**src/rtl/rpq_pkg.sv**
```systemverilog
package rpq_pkg;

    localparam int FIELD_CNT_W = 5;

    typedef enum logic [1:0] {
        ACT_INSERT = 2'd0,
        ACT_QUERY  = 2'd1,
        ACT_REMOVE = 2'd2,
        ACT_FIND   = 2'd3
    } action_t;

    typedef enum logic [1:0] {
        ST_OK        = 2'd0,
        ST_FULL      = 2'd1,
        ST_EMPTY     = 2'd2,
        ST_NOT_FOUND = 2'd3
    } status_t;

    typedef enum logic [1:0] {
        FSM_IDLE,
        FSM_SCAN,
        FSM_COMPACT
    } fsm_t;

    typedef struct packed {
        action_t     action;
        logic [31:0] name_key;
        logic [9:0]  score;
        logic [7:0]  priority_req;
    } request_t;

    typedef struct packed {
        status_t                  status;
        logic [7:0]               max_priority;
        logic [FIELD_CNT_W-1:0]   removed_count;
        logic [31:0]              found_name;
        logic [9:0]               found_score;
        logic [7:0]               found_priority;
        logic [FIELD_CNT_W-1:0]   entry_total;
    } result_t;

    typedef struct packed {
        logic [31:0] name;
        logic [9:0]  score;
        logic [7:0]  prio;
    } entry_t;

endpackage

```
**src/rtl/record_priority_queue_unit.sv**
```systemverilog
// Insert completes straight from idle; query and find scan the held records, find ends early on a match;
// remove scans, then compacts the table in a second pass. Table empty/full cases complete from idle.
// Throughput: busy drops in the cycle the result strobe is high, so the next transaction
// is taken in that cycle; back-to-back inserts run at one per cycle.
// Busy is high for the whole scan; the result strobe is never stalled. The table is one
// registered-read memory. Reset clears the record count; the table needs no clearing.
module record_priority_queue_unit
    import rpq_pkg::*;
#(
    parameter int DEPTH = 16
) (
    input  logic     clk,
    input  logic     rst_n,
    input  logic     start,
    output logic     busy,
    input  request_t request,
    output logic     done,
    output result_t  result
);

    localparam int AW = (DEPTH > 1) ? $clog2(DEPTH) : 1;
    localparam int CW = $clog2(DEPTH + 1);

    function automatic logic [FIELD_CNT_W-1:0] to_field(logic [CW-1:0] v);
        logic [CW+FIELD_CNT_W-1:0] ext;
        ext = {{FIELD_CNT_W{1'b0}}, v};
        return ext[FIELD_CNT_W-1:0];
    endfunction

    entry_t mem [DEPTH];
    entry_t rd_data_reg;

    fsm_t          state_reg, state_next;
    logic [CW-1:0] count_reg, count_next;
    logic [CW-1:0] idx_reg, idx_next;
    logic          pend_reg, pend_next;
    logic [CW-1:0] wr_ptr_reg, wr_ptr_next;
    logic [CW-1:0] removed_reg, removed_next;
    logic [7:0]    max_reg, max_next;
    action_t       act_reg, act_next;
    logic [31:0]   key_reg, key_next;
    logic          done_reg, done_next;
    result_t       result_reg, result_next;

    logic          wr_en;
    logic [AW-1:0] wr_addr;
    entry_t        wr_data;
    logic [AW-1:0] rd_addr;
    logic          issue;
    logic          last;
    logic [7:0]    max_upd;

    always_ff @(posedge clk) begin
        if (wr_en) begin
            mem[wr_addr] <= wr_data;
        end
        rd_data_reg <= mem[rd_addr];
    end

    always_ff @(posedge clk or negedge rst_n) begin
        if (!rst_n) begin
            state_reg   <= FSM_IDLE;
            count_reg   <= '0;
            idx_reg     <= '0;
            pend_reg    <= 1'b0;
            wr_ptr_reg  <= '0;
            removed_reg <= '0;
            max_reg     <= '0;
            act_reg     <= ACT_INSERT;
            done_reg    <= 1'b0;
        end else begin
            state_reg   <= state_next;
            count_reg   <= count_next;
            idx_reg     <= idx_next;
            pend_reg    <= pend_next;
            wr_ptr_reg  <= wr_ptr_next;
            removed_reg <= removed_next;
            max_reg     <= max_next;
            act_reg     <= act_next;
            done_reg    <= done_next;
        end
    end

    always_ff @(posedge clk) begin
        key_reg    <= key_next;
        result_reg <= result_next;
    end

    assign issue   = (idx_reg < count_reg);
    assign last    = pend_reg && (idx_reg == count_reg);
    assign max_upd = (rd_data_reg.prio > max_reg) ? rd_data_reg.prio : max_reg;

    always_comb begin
        state_next   = state_reg;
        count_next   = count_reg;
        idx_next     = idx_reg;
        pend_next    = 1'b0;
        wr_ptr_next  = wr_ptr_reg;
        removed_next = removed_reg;
        max_next     = max_reg;
        act_next     = act_reg;
        key_next     = key_reg;
        done_next    = 1'b0;
        result_next  = result_reg;
        wr_en        = 1'b0;
        wr_addr      = wr_ptr_reg[AW-1:0];
        wr_data      = rd_data_reg;
        rd_addr      = idx_reg[AW-1:0];

        unique case (state_reg)
            FSM_IDLE: begin
                if (start) begin
                    act_next    = request.action;
                    key_next    = request.name_key;
                    result_next = '0;
                    unique case (request.action)
                        ACT_INSERT: begin
                            done_next = 1'b1;
                            if (count_reg == CW'(DEPTH)) begin
                                result_next.status      = ST_FULL;
                                result_next.entry_total = to_field(count_reg);
                            end else begin
                                wr_en                   = 1'b1;
                                wr_addr                 = count_reg[AW-1:0];
                                wr_data.name            = request.name_key;
                                wr_data.score           = request.score;
                                wr_data.prio            = request.priority_req;
                                count_next              = count_reg + 1'b1;
                                result_next.status      = ST_OK;
                                result_next.entry_total = to_field(count_next);
                            end
                        end
                        ACT_QUERY, ACT_REMOVE, ACT_FIND: begin
                            if (count_reg == '0) begin
                                done_next          = 1'b1;
                                result_next.status = ST_EMPTY;
                            end else begin
                                state_next = FSM_SCAN;
                                idx_next   = '0;
                                max_next   = '0;
                            end
                        end
                    endcase
                end
            end

            FSM_SCAN: begin
                if (issue) begin
                    idx_next  = idx_reg + 1'b1;
                    pend_next = 1'b1;
                end
                if (pend_reg) begin
                    if (act_reg == ACT_FIND) begin
                        if (rd_data_reg.name == key_reg) begin
                            state_next                 = FSM_IDLE;
                            done_next                  = 1'b1;
                            result_next                = '0;
                            result_next.status         = ST_OK;
                            result_next.found_name     = rd_data_reg.name;
                            result_next.found_score    = rd_data_reg.score;
                            result_next.found_priority = rd_data_reg.prio;
                            result_next.entry_total    = to_field(count_reg);
                        end else if (last) begin
                            state_next              = FSM_IDLE;
                            done_next               = 1'b1;
                            result_next             = '0;
                            result_next.status      = ST_NOT_FOUND;
                            result_next.entry_total = to_field(count_reg);
                        end
                    end else begin
                        max_next = max_upd;
                        if (last) begin
                            if (act_reg == ACT_REMOVE) begin
                                // second pass: drop max-priority records, pack the rest down
                                state_next   = FSM_COMPACT;
                                idx_next     = '0;
                                pend_next    = 1'b0;
                                wr_ptr_next  = '0;
                                removed_next = '0;
                            end else begin
                                state_next               = FSM_IDLE;
                                done_next                = 1'b1;
                                result_next              = '0;
                                result_next.status       = ST_OK;
                                result_next.max_priority = max_upd;
                                result_next.entry_total  = to_field(count_reg);
                            end
                        end
                    end
                end
            end

            FSM_COMPACT: begin
                if (issue) begin
                    idx_next  = idx_reg + 1'b1;
                    pend_next = 1'b1;
                end
                if (pend_reg) begin
                    // write pointer trails the read index, so no same-entry overlap
                    if (rd_data_reg.prio == max_reg) begin
                        removed_next = removed_reg + 1'b1;
                    end else begin
                        wr_en       = 1'b1;
                        wr_ptr_next = wr_ptr_reg + 1'b1;
                    end
                    if (last) begin
                        state_next                = FSM_IDLE;
                        done_next                 = 1'b1;
                        count_next                = wr_ptr_next;
                        result_next               = '0;
                        result_next.status        = ST_OK;
                        result_next.max_priority  = max_reg;
                        result_next.removed_count = to_field(removed_next);
                        result_next.entry_total   = to_field(wr_ptr_next);
                    end
                end
            end

            default: begin
                state_next = FSM_IDLE;
            end
        endcase
    end

    assign busy   = (state_reg != FSM_IDLE);
    assign done   = done_reg;
    assign result = result_reg;

endmodule

```
**config.mk**
```make
export PLATFORM = sky130hd
export DESIGN_NAME = record_priority_queue_unit
export DESIGN_NICKNAME = d
export VERILOG_FILES = /design/src/rtl/rpq_pkg.sv /design/src/rtl/record_priority_queue_unit.sv
export SDC_FILE = /design/constraint.sdc
export NUM_CORES = 1
export LEC_CHECK = 0
export BUFFER_PORTS_ARGS = -buffer_cell sky130_fd_sc_hd__buf_2
export CELL_PAD_IN_SITES_DETAIL_PLACEMENT = 0
export CELL_PAD_IN_SITES_GLOBAL_PLACEMENT = 1
export CORE_UTILIZATION = 55
export CTS_CLUSTER_DIAMETER = 50
export DETAILED_ROUTE_END_ITERATION = 7
export GPL_TIMING_DRIVEN = 0
export PLACE_DENSITY_LB_ADDON = 0.08
export SLEW_MARGIN = 40
export SYNTH_ARGS = -nofsm -noshare
export SYNTH_HDL_FRONTEND = slang
export SYNTH_SLANG_ARGS = --single-unit
```
**constraint.sdc**
```tcl
create_clock -name clk -period 6.9 [get_ports clk]
set_input_delay 0.345 -clock clk [delete_from_list [all_inputs] [get_ports clk]]
set_output_delay 0.345 -clock clk [all_outputs]
set_load 0.03 [all_outputs]
```
== After elaboration in Yosys (flattened, before gate mapping) ==
Memories as Yosys holds them, arrays and structs flattened. A register that Yosys moved wholly into a read port is not among the register bits.
Index checks and enable logic that the tools add are counted.

* Bits in writable memories: 800
* Memories: 1
* Input bits: 55
* Logic and storage cells: 155
* Flip-flop bits (word level): 136
* Output and inout port bits: 72

{| class="wikitable"
|+ Memories
! memory !! depth !! width !! read ports !! clocked after memory_dff !! write ports !! RTL line !! source
|-
| mem || 16 || 50 || 1 || 1 || 1 || record_priority_queue_unit.sv:30 || <nowiki>entry_t mem [DEPTH];</nowiki>
|}

* $add $sub $neg: 4
* Eq/ne operators: 24
* Muxes and demuxes: 90
* Reduce and logical (&&, ||, !) cells: 17
* $lt $le $gt $ge: 2

{| class="wikitable"
|+ Operator list
! cell !! count
|-
| $mux W70 || 9
|-
| $pmux W70 S3 || 1
|-
| $mux W50 || 4
|-
| $mux W5 || 22
|-
| $mux W8 || 6
|-
| $eq A32 B32 Y1 || 1
|-
| $pmux W5 S2 || 3
|-
| $mux W1 || 22
|-
| $mux W2 || 11
|-
| $add A5 B1 Y5 const B || 4
|-
| $reduce_and A6 Y1 || 3
|-
| $mux W4 || 4
|-
| $ne A2 B2 Y1 const B || 8
|-
| $pmux W8 S2 || 1
|-
| $pmux W5 S3 || 1
|-
| $eq A2 B2 Y1 const B || 5
|-
| $ne A3 B3 Y1 const B || 3
|-
| $eq A8 B8 Y1 || 1
|-
| $gt A8 B8 Y1 || 1
|-
| $reduce_and A8 Y1 || 1
|-
| $reduce_bool A2 Y1 || 4
|-
| $pmux W1 S2 || 3
|-
| $pmux W2 S3 || 1
|-
| $eq A5 B5 Y1 || 1
|-
| 14 further kinds || 17
|}

== Logic depth before layout (Yosys ltp) ==
* Word-level depth: 7
* Mapped depth: 11
* Mapped depth without buffers: 7

== Worst setup path after synthesis ==
Ideal clock, no wire load.

* Kind: reg-to-reg
* Start: register idx_reg[0]
* End: register result_reg (netlist bit result[0]) (enable)
* Cell stages (with the launch flop): 12
* Arrival time: 5.767 ns
* Slack: 0.594 ns
* Setup time: 0.540 ns
* Clock period less this slack: 6.306 ns
* Path buffers: 4
* Required time: 6.360 ns
* Cell sequence: dfrtp_1 clkbuf_1 buf_2 buf_2 inv_1 ha_1 nand3_1 or2_2 clkbuf_1 a31oi_1 o221ai_1 a31oi_1

* Word-level cells in the longest chain between the ends: 4
* Elaborated cells between the ends (all ways): 6
* Classes of those cells: eq/ne: 4; reduce/logical: 2

{| class="wikitable"
|+ RTL lines
! item !! RTL line !! source
|-
| start, declared || record_priority_queue_unit.sv:35 || <nowiki>logic [CW-1:0] idx_reg, idx_next;</nowiki>
|-
| start signal, assigned || record_priority_queue_unit.sv:74 || <nowiki>idx_reg <= idx_next;</nowiki>
|-
| $eq A5 B5 Y1 * || record_priority_queue_unit.sv:90 || <nowiki>assign last = pend_reg && (idx_reg == count_reg);</nowiki>
|-
| $logic_and A1 B1 Y1 * || record_priority_queue_unit.sv:90 ||
|-
| $ne A3 B3 Y1 (no source line) or $ne A2 B2 Y1 (tied branches) || -- ||
|-
| $reduce_and A8 Y1 (no source line) * || -- ||
|-
| end signal, assigned || record_priority_queue_unit.sv:86 || <nowiki>result_reg <= result_next;</nowiki>
|-
| end, declared || record_priority_queue_unit.sv:43 || <nowiki>result_t result_reg, result_next;</nowiki>
|}

Mark *: on every way between the ends. The rest lies on a longest branch, timed or not.
A chain may end at the register's enable or synchronous reset.

== Worst setup path after layout ==
* Start: register idx_reg[0]
* End: register result_reg (netlist bit result[17]) (enable)

Same word-level chain as after synthesis.

==> flow_metrics.env <==
export IMPL_pwr_share_comb_pct=21.8
export IMPL_worst_pin_slew_ns=0.861
export IMPL_syn_num_nets=1860
export IMPL_crit_slowest_cell="buf_2"
export IMPL_pin_count=127
export IMPL_min_delay_path_class="primary input to async pin"
export IMPL_critPathTopFamily="buffers and inverters"
export IMPL_async_flop_share_pct=3.45
export IMPL_synth_top_area_share_pct=70.8
export IMPL_overflow=0
export IMPL_num_rows=96
export IMPL_final_cells=3159
export IMPL_clockRootBuffer="clkbuf_16"
export IMPL_worstPathCellList="clkbuf_1 -> buf_2 -> buf_2 -> inv_1 -> ha_1 -> nand3_1 -> or2_2 -> clkbuf_1 -> a31oi_1 -> o221ai_1 -> a31oi_4 -> buf_8 -> buf_8 -> buf_8"
export IMPL_p_per_area_nw_per_um2=375
export IMPL_timing_reg2reg_setup_slack_ns=2.45
export IMPL_leakage_nw=15.1
export IMPL_finalPower_mw=17.2
export IMPL_worstPathArrival_ns=4.81
export IMPL_post_cts_buffers=0
export IMPL_sw_frac_of_total_pct=29.3
export IMPL_core_area_um2=68700
export IMPL_nets=2212
export IMPL_grt_max_degree=35
export IMPL_cts_resized_gates=0
export IMPL_synth_edf_count=902
export IMPL_cp_slowest_stage_delay_ns=0.47
export IMPL_synth_flop_cell="edfxtp_1"
export IMPL_final_period_utilization_pct=64.5
export IMPL_r2r_cells=14
export IMPL_worstPathRequired_ns=7.26
export IMPL_syn_area_per_cell_um2=21.4
export IMPL_drt_iter0_drc=2228
export IMPL_setup_violations=0
export IMPL_synth_cell_area_um2=38200
export IMPL_cts_hold_buf=35
export IMPL_vias=19400
export IMPL_synth_area_leaders="edfxtp_1, mux4_2, dfxtp_1, dfrtp_1, mux2_2"
export IMPL_critPathMostFrequentCell="buf_8"
export IMPL_fill_cells=4520
export IMPL_finalSetupTns_ns=0
export IMPL_status="finished, final reports clean"
export IMPL_portBuffers=126
export IMPL_start_kind="flop"
export IMPL_power_switching_mw=5.05
export IMPL_min_period_ns=4.45
export IMPL_r2r_end="result[17]$_DFFE_PP_"
export IMPL_clock_path_buffers=3
export IMPL_clkPwrFrac_pct=32.4
export IMPL_multi_input_area_um2=8970
export IMPL_internal_power_mw=12.2
export IMPL_drt_total_wl_um=94300
export IMPL_crit_type="flop to flop"
export IMPL_area_delta_synth_final_pct=20.1
export IMPL_grt_pass1_wl_um=135000
export IMPL_crit_cells=14
export IMPL_rr_startpoint="idx_reg[0]$_DFFE_PN0P_"
export IMPL_via_per_inst=6.15
export IMPL_slew_violations=0
export IMPL_largest_reg_flops=800
export IMPL_cts_tree="done"
export IMPL_ir_worst_vdd_uv=220
export IMPL_gp_congestion=0.868
export IMPL_yosysTopAreaCell="edfxtp_1"
export IMPL_synth_distinct_cells=65
export IMPL_clkTransAtPathRegs_ns=0.06
export IMPL_dp_cells=2923
export IMPL_p_seq_share_pct=45.8
export IMPL_antenna_found_initial=3
export IMPL_max_freq_mhz=225
export IMPL_die_w_um=266
export IMPL_clkLatencyLatePin_ns=0.66
export IMPL_wl_per_cell_um=29.9
export IMPL_initial_core_util_pct=55.7
export IMPL_holdWs_ns=0.198
export IMPL_rsz0062_at_grt="false"
export IMPL_die_h_um=266
export IMPL_drive_above_1_share_pct=35.0
export IMPL_grtUsageTotal_pct=27.3
export IMPL_firstDrtPassIters=7
export IMPL_ys_warn_count=0
export IMPL_ant_nets=0
export IMPL_yosysSeqAreaShare_pct=75.7
export IMPL_cts_buffers=106
export IMPL_cap_violations=0
export IMPL_syn_inst=1783
export IMPL_seq_area_um2=28900
export IMPL_clock_sinks=986
export IMPL_slew_headroom_pct=42.6
export IMPL_cp_max_fo=15
export IMPL_fin_worst_skew_ns=0.0182
export IMPL_htree_num_levels=3
export IMPL_ys_ff_latch=986
export IMPL_worstSetupEndpointType="flop"
export IMPL_drc=0
export IMPL_dp_hpwl_um=62200
export IMPL_die_area_um2=70600
export IMPL_grt_pass1_vias=19800
export IMPL_hold_viol_final=0
export IMPL_timing_critical_path_buf_inv=8
## final cells by class
cell class	instances	share of cell area, %
Sequential cell	986	63.0
Multi-Input combinational cell	682	19.5
Timing Repair Buffer	244	6.19
Clock buffer	132	6.17
Tap cell	931	2.54
Clock inverter	66	1.37
Buffer	84	0.896
Inverter	31	0.259
Antenna cell	3	0.0163
## cell usage in the layout, fill, tap and decap left out, types with 9 or more instances in the layout
cell type / count
edfxtp_1: 902
mux4_2: 250
buf_2: 160
clkbuf_16: 107
mux2_2: 58
buf_16: 50
dfxtp_1: 50
and2_1: 49
nand2_1: 39
clkbuf_1: 39
xor2_1: 35
dlygate4sd3_1: 35
dfrtp_1: 34
buf_8: 31
inv_1: 29
clkbuf_2: 24
ha_1: 22
nor2_1: 19
a21oi_1: 18
nand3_1: 17
clkinv_2: 17
o21ai_0: 16
nor2_4: 16
nor3_1: 13
clkinv_1: 12
o2111ai_1: 10
clkinvlp_4: 10
o22ai_1: 9
inv_6: 9
## synthesized netlist by cell type (5+ instances only)
cell type,number
o21ai_0,16
a32o_1,8
mux4_2,250
nand4_1,8
a31oi_1,6
nor2_1,35
o22ai_1,9
xor2_1,35
buf_1,7
dfxtp_1,50
nand3_1,17
nor4_1,8
buf_2,30
dfrtp_1,34
o311ai_0,7
xnor2_1,6
mux2i_1,7
nand2_1,39
o2111ai_1,10
o211ai_1,5
and2_1,49
inv_1,30
mux2_2,58
clkbuf_1,41
nor3_1,13
a21oi_1,18
edfxtp_1,902
ha_1,22
and3_1,5
## cell families after synthesis
group / Yosys count / synth area share (%)
AO/OA/AOI/OAI: 108 / 2.03
XOR/XNOR: 41 / 0.939
adder cells (fa/ha/maj): 22 / 0.720
buffers and inverters: 115 / 1.30
flip-flops: 986 / 75.7
multiplexers: 315 / 16.6
AND/OR/NAND/NOR: 196 / 2.72
## routing by layer
layer | GRT usage, % | part of all wire [%] | vias up
met3 | 5.24 | 8.1 | 135
met4 | 7.69 | 2.0 | 2
met2 | 44.3 | 50 | 812
li1 | - | - | 8152
met5 | 0 | 0.014 | -
met1 | 38.4 | 40 | 10300
## power by group through the flow
| stage | sequential [mW] | clock (mW) | combinational [mW] |
|---|---|---|---|
| 2_1_floorplan | 8.38 | 0 | 2.04 |
| 3_3_place_gp | 8.07 | 0 | 3.41 |
| 3_5_place_dp | 8.02 | 0 | 3.74 |
| 4_1_cts | 7.90 | 5.65 | 3.76 |
| 5_1_grt | 7.95 | 5.87 | 4.01 |
| 6_report | 7.90 | 5.58 | 3.75 |
## stage by stage
| step | setup WS (ns) | utilization, % | cell area (µm²) |
|---|---|---|---|
| floorplan | 0.594 | - | 38200 |
| global placement | -2.79 | 58.3 | 40000 |
| detailed placement | 2.42 | 61.2 | 42100 |
| CTS | 2.39 | 66.8 | 45900 |
| global route | 2.16 | 66.8 | 45900 |
| finish | 2.45 | 66.8 | 45900 |
## worst register-to-register path: cells and delay by family, from the launching register on
family | cells | cell delay (ns)
buffers and inverters | 8 | 2.13
AO/OA/AOI/OAI | 3 | 0.92
AND/OR/NAND/NOR | 2 | 0.40
flip-flops | 1 | 0.35
adder cells (fa/ha/maj) | 1 | 0.35
## worst max path at each step
stage | from | slack, ns | end
2_1_floorplan | idx_reg[0]$_DFFE_PN0P_ | 0.59 | result[0]$_DFFE_PP_
3_3_place_gp | idx_reg[0]$_DFFE_PN0P_ | -2.79 | result[27]$_DFFE_PP_
3_5_place_dp | idx_reg[0]$_DFFE_PN0P_ | 2.42 | result[27]$_DFFE_PP_
4_1_cts | idx_reg[0]$_DFFE_PN0P_ | 2.39 | result[27]$_DFFE_PP_
5_1_grt | idx_reg[0]$_DFFE_PN0P_ | 2.16 | result[27]$_DFFE_PP_
6_report | idx_reg[0]$_DFFE_PN0P_ | 2.45 | result[17]$_DFFE_PP_
Power figures use the tool's default switching activity.
